File: src/hdl/ctm_pkg.sv
// Shared types and constants for the cone track midpoint engine.
// No dependencies.
package ctm_pkg;

    localparam logic [1:0] CMD_LEFT    = 2'd0;
    localparam logic [1:0] CMD_RIGHT   = 2'd1;
    localparam logic [1:0] CMD_COMPUTE = 2'd2;
    localparam logic [1:0] CMD_NONE    = 2'd3;

    // Classified operation handed from the front to the back
    typedef enum logic [1:0] {
        OP_LOAD_L  = 2'd0,
        OP_LOAD_R  = 2'd1,
        OP_COMPUTE = 2'd2
    } op_t;

endpackage

File: src/hdl/ctm_front.sv
// Front end: accepts input transactions, drops unused commands,
// and pushes classified operations into a two-entry queue. Uses ctm_pkg.
module ctm_front #(
    parameter int COORD_BITS = 16
) (
    input  logic                         clk,
    input  logic                         rst_n,
    input  logic                         valid,
    output logic                         stall,
    input  logic [1:0]                   command,
    input  logic signed [COORD_BITS-1:0] pos_x,
    input  logic signed [COORD_BITS-1:0] pos_y,
    output logic                         q_valid,
    input  logic                         q_pop,
    output ctm_pkg::op_t                 q_op,
    output logic [COORD_BITS-1:0]        q_x,
    output logic [COORD_BITS-1:0]        q_y
);
    ctm_pkg::op_t          op_reg [2];
    logic [COORD_BITS-1:0] x_reg [2];
    logic [COORD_BITS-1:0] y_reg [2];
    logic                  wp_reg, rp_reg, wp_next, rp_next;
    logic [1:0]            cnt_reg, cnt_next;
    logic                  push, pop;
    ctm_pkg::op_t          op_dec;

    assign stall   = (cnt_reg == 2'd2);
    assign q_valid = (cnt_reg != 2'd0);
    assign q_op    = op_reg[rp_reg];
    assign q_x     = x_reg[rp_reg];
    assign q_y     = y_reg[rp_reg];

    // command decode; code 3 is accepted and discarded
    always_comb
    begin
        unique case (command)
            ctm_pkg::CMD_LEFT:    op_dec = ctm_pkg::OP_LOAD_L;
            ctm_pkg::CMD_RIGHT:   op_dec = ctm_pkg::OP_LOAD_R;
            default:              op_dec = ctm_pkg::OP_COMPUTE;
        endcase
    end

    assign push    = valid && !stall && (command != ctm_pkg::CMD_NONE);
    assign pop     = q_valid && q_pop;
    assign wp_next = push ? ~wp_reg : wp_reg;
    assign rp_next = pop ? ~rp_reg : rp_reg;
    assign cnt_next = cnt_reg + {1'b0, push} - {1'b0, pop};

    always_ff @(posedge clk or negedge rst_n)
    begin
        if (!rst_n)
        begin
            wp_reg  <= 1'b0;
            rp_reg  <= 1'b0;
            cnt_reg <= 2'd0;
        end
        else
        begin
            wp_reg  <= wp_next;
            rp_reg  <= rp_next;
            cnt_reg <= cnt_next;
        end
    end

    // queue payload
    always_ff @(posedge clk)
    begin
        if (push)
        begin
            op_reg[wp_reg] <= op_dec;
            x_reg[wp_reg]  <= pos_x;
            y_reg[wp_reg]  <= pos_y;
        end
    end
endmodule

File: config.mk
export PLATFORM = sky130hd
export DESIGN_NAME = ctm_front
export DESIGN_NICKNAME = d
export VERILOG_FILES = /design/src/hdl/ctm_pkg.sv /design/src/hdl/ctm_front.sv
export SDC_FILE = /design/constraint.sdc
export NUM_CORES = 1
export LEC_CHECK = 0
export ABC_AREA = 0
export BUFFER_PORTS_ARGS = -buffer_cell sky130_fd_sc_hd__buf_2
export CAP_MARGIN = 5
export CORE_MARGIN = 1
export CORE_UTILIZATION = 49
export CTS_BUF_LIST = sky130_fd_sc_hd__clkbuf_8
export DETAILED_ROUTE_END_ITERATION = 12
export GPL_TIMING_DRIVEN = 0
export PLACE_DENSITY = 0.87
export SYNTH_ARGS = -nofsm -noshare
export SYNTH_HDL_FRONTEND = slang
export SYNTH_SLANG_ARGS = --single-unit
File: constraint.sdc
create_clock -name clk -period 2.6 [get_ports clk]
set_input_delay 0.52 -clock clk [delete_from_list [all_inputs] [get_ports clk]]
set_output_delay 0.52 -clock clk [all_outputs]
set_load 0.02 [all_outputs]
Word-level counts from Yosys, hierarchy flattened. Memory sizes are Yosys's and may differ from the RTL's. Cells that the tools add are included.

Input port bits: 38. Memories: 3. RAM bits: 68. Register bits after elaboration: 4.

Bitwise logic cells: 2. Multiplexer cells: 3. Equal/unequal tests: 3. $add $sub $neg: 2. Reductions and logical operators: 6.

Memories: x_reg (depth 2, width 16, read ports 1, clocked after memory_dff 0, wr ports 1, RTL line ctm_front.sv:20) `logic [COORD_BITS-1:0] x_reg [2];`; y_reg (depth 2, width 16, read ports 1, clocked after memory_dff 0, wr ports 1, RTL line ctm_front.sv:21) `logic [COORD_BITS-1:0] y_reg [2];`; op_reg (depth 2, width 2, read ports 1, clocked after memory_dff 0, wr ports 1, RTL line ctm_front.sv:19) `ctm_pkg::op_t op_reg [2];`.

Operator list (number): $pmux W2 S2 (1); $logic_and A1 B1 Y1 (3); $add A2 B1 Y2 (1); $eq A2 B1 Y1 const B (1); $eq A2 B2 Y1 const B (1); $logic_not A2 Y1 (1); $mux W1 (2); $ne A2 B2 Y1 const B (1); $not A1 Y1 (2); $reduce_bool A2 Y1 (1); $sub A2 B1 Y2 (1); $logic_not A1 Y1 (1).

Depth between registers and ports, before layout.
Word-level depth: 6. Gate-level depth with buffers: 7. Mapped depth without buffers: 7.

Least setup slack after synthesis. No wires, ideal clock.

Path type: register to register. From: register cnt_reg[1]. To: memory op_reg[0][0] (netlist bit), enable pin. Setup time: 425 ps. Cell stages (with the launch flop): 4. Data arrival time: 2209 ps. Slack: -34 ps. Path buffers: 0. Cells stage by stage: dfrtp_1 -> nor2b_2 -> nand3b_4 -> nor2_1.

Word-level cells in the longest chain between the ends: 6.

RTL lines: start, declared (RTL line ctm_front.sv:23) `logic [1:0] cnt_reg, cnt_next;`; start signal, assigned (RTL line ctm_front.sv:61) `cnt_reg <= cnt_next;`; $eq A2 B2 Y1 (RTL line ctm_front.sv:27) `assign stall = (cnt_reg == 2'd2);`; named net stall (RTL line ctm_front.sv:9) `output logic stall,`; $logic_not A1 Y1 (RTL line ctm_front.sv:43) `assign push = valid && !stall && (command != ctm_pkg::CMD_NONE);`; $logic_and A1 B1 Y1 (2 in series) (RTL line ctm_front.sv:43); $mux W1 (RTL line ctm_front.sv:68) `if (push)`; $mux W1 (not written as such) (RTL line ctm_front.sv:70) `op_reg[wp_reg] <= op_dec;`; end, declared (RTL line ctm_front.sv:19).

The timed path passes the listed nets, and every way through them passes these cells.

Final worst setup path.
From: register rp_reg. To: output q_x[14].

Word-level cells in the longest chain between the ends: 1.

RTL lines: start, declared (RTL line ctm_front.sv:22) `logic wp_reg, rp_reg, wp_next, rp_next;`; start signal, assigned (RTL line ctm_front.sv:60) `rp_reg <= rp_next;`; $mem_v2 Z2 W16; end, declared (RTL line ctm_front.sv:16) `output logic [COORD_BITS-1:0] q_x,`.

Every way passes these cells.

==> summary.txt <==
Routing
  • DRC Markers: 0
  • Avg WL per Cell: around 14 um
  • Initial DRC count: 26
  • Wirelength, routed: around 4.2 mm
  • Vias: about 1400
  • ANT nets after route: 0
  • Vias/cell: slightly below 5
  • Router iterations before antenna repair: 4

Yosys
  • Syn Inst Count: roughly 130
  • Syn_nets: 167
  • Primary FF master, synth: edfxtp_1
  • Seq/Total Area, Yosys: 75.4%
  • Synth cell types: 18
  • Ys async rst share: under 10%
  • Ys Warns: 0
  • Mapped Area: approximately 2800 sq um
  • Avg Inst Size Synth: around 22 sq um
  • Post-synth EDFFs: just under 70
  • Synth Register Bits: approximately 70

Worst setup path
  • Worst path cell trace: buf_6 > buf_12 > mux2_4 > buf_2
  • Critical path type: reg -> out
  • FF-to-FF path depth: 4
  • CP Data Arrival Time: between 1000 and 1500 ps
  • Worst path slowest cell: dfrtp_1
  • WP buf/inv: 3
  • CP delay by family, top: buffers and inverters
  • Setup crit start kind: register
  • Crit path largest cell delay: roughly 370 ps
  • CP endpoint kind: primary output
  • Crit path depth: 4
  • CP Max Fanout: 10
  • Required @ worst endpoint: approximately 2100 ps

Timing
  • Fmax: approximately 0.5 GHz
  • Tcrit/Tclk final: 76.5%
  • Max-slew violation count: 0
  • Relative slew slack: 69.2%
  • Fin. Hold Viols: 0
  • Post-route minimum period: between 1500 and 2000 ps
  • Worst-Margin Slew: 461 ps
  • Setup violators final: 0
  • Skew final: around 7.6 ps
  • RSZ-0062 raised after global routing: no

Worst hold path
  • Worst hold stages: 1
  • Hold WC Path Type: in -> reg

Finish
  • Multi-input gate area: about 630 sq um
  • Most common cell after layout, fill and taps aside: buf_2
  • Final Core Density: roughly 64%
  • Area Growth Syn to Fin: 25.6%
  • Storage cell area: 2140 sq um
  • Non-filler cells in the finished layout: between 200 and 300
  • Fill cells: between 400 and 500
  • # diodes: 0
  • Fraction of layout cells with a size suffix above 1: 61.6%
  • # nets final: approximately 250
  • Commonest cells after routing, fill and taps aside: 73 x buf_2, 68 x edfxtp_1, 29 x mux2_4

Global routing
  • Initial antenna violation count: 1
  • Remaining Overflow, GRT: 0
  • Vias in the first global route: ~1500
  • First-pass GRT wire length: around 6.6 mm
  • Largest net degree at the start of global routing: 23
  • GRT Total Usage: between 15 and 20%

Pwr
  • Leakage: approximately 0.0014 uW
  • Pwr dens: ~1100 nW/um^2
  • Peak VDD IR: between 0.6 and 0.7 mV
  • PnR Total Power: between 3000 and 4000 uW

Place
  • Placed cell count: 274
  • Estimated wirelength of the detail-placed design: approximately 3.0 mm
  • RePlAce Congestion: about 0.67
  • Port Buf Inserts: 73

Run status
  • Status: complete, no violations

Floorplan
  • Die height: ~80 um
  • Die X: roughly 80 um
  • Row count: 27
  • Initial Util: 51.3%
  • Total die area: ~6100 sq um
  • Total core area: 5540 sq um
  • Ports: 74

Clock tree
  • Clk sinks: 72
  • Bufs on Longest Clock Path: 2
  • Setup bufs post-CTS: 0
  • H-tree depth reported by CTS: 3
  • CTS tree: yes
  • CTS clk-pin slew, worst paths: ~70 ps
  • Total CTS buffers: 9
  • Clk_lat worst skew: around 330 ps
  • CTS root buf: clkbuf_8

Flow run
  • MaxCap Viol Count: 0
cell families (layout without fill, tap and decap cells):
logic type               after synthesis  after routing  synth area share (%)
multiplexers                          34             34                  17.3
AND/OR/NAND/NOR                        8              8                  2.25
flip-flops                            72             72                  75.4
adder cells (fa/ha/maj)                2              2                 0.881
XOR/XNOR                               4              4                  1.23
buffers and inverters                  7             99                  2.91
power by group:
part / switching, uW / leakage (uW) / internal (uW)
Clock: 388 / 0.0000906 / 422
Sequential: 71.9 / 0.000673 / 1530
Combinational: 774 / 0.000677 / 749
worst register-to-register path, stage by stage, from the launching register on:
cell and delay (ps):
dfrtp_1 410, nor2b_2 170, nand3b_4 200, nor2_4 400
buf_16 230
through the flow:
step	hold WS [ps]	TNS, ps	worst slack, ps	area [sq um]
3_3_place_gp	330	-57070	-841	3300
2_1_floorplan	224	-2300	-33.9	2840
4_1_cts	354	0	597	3570
6_report	370	0	611	3570
5_1_grt	344	0	574	3570
3_5_place_dp	335	0	768	3370
layout make-up:
cell class                 count  share of cell area, %
tap                           72                   2.52
buffer                         5                   2.10
multi-input combinational     48                   17.7
clock buffer                  12                   4.63
inverter                       2                  0.210
timing repair buffer          76                   12.1
sequential                    72                   60.0
clock inverter                 4                  0.771
cells in the mapped netlist, types with 2 or more instances:
cell       n  area [sq um]
edfxtp_1  68          2040
mux2_4    29           435
mux2_2     5          56.3
dfrtp_1    4           100
buf_12     3          60.1
xnor2_1    3          26.3
ha_1       2          25.0
inv_1      2          7.51
nor2_1     2          7.51
metal layers:
metal / track usage, % / part of all wire [%] / vias to the layer above / routed length, um
li1: - / - / 660 / -
met1: 15.3 / 38 / 683 / 1600
met2: 26.7 / 53 / 54 / 2210
met3: 5.00 / 6.4 / 17 / 267
met4: 10.0 / 2.5 / 2 / 103
met5: 0 / 0.24 / - / 10
repair_timing:
| item | 4_1_cts | 5_1_grt |
|---|---|---|
| hold endpoints to repair | 4 | 0 |
| resized for setup | 0 | 0 |
| hold buffers | 1 | 0 |
path summary, 6_finish.rpt:
path / from / slack (ps) / endpoint
hold reg to reg: cnt_reg[1] / 540 / cnt_reg[1]
max in group asynchronous: rst_n / 1960 / cnt_reg[1]
min in group asynchronous: rst_n / 510 / cnt_reg[0]
setup / recovery: rp_reg / 610 / q_x[14]
hold / removal: pos_x[3] / 370 / x_reg[0][3]
setup reg to reg: cnt_reg[1] / 890 / x_reg[0][12]
No activity file was read; power rests on OpenSTA's default activity.
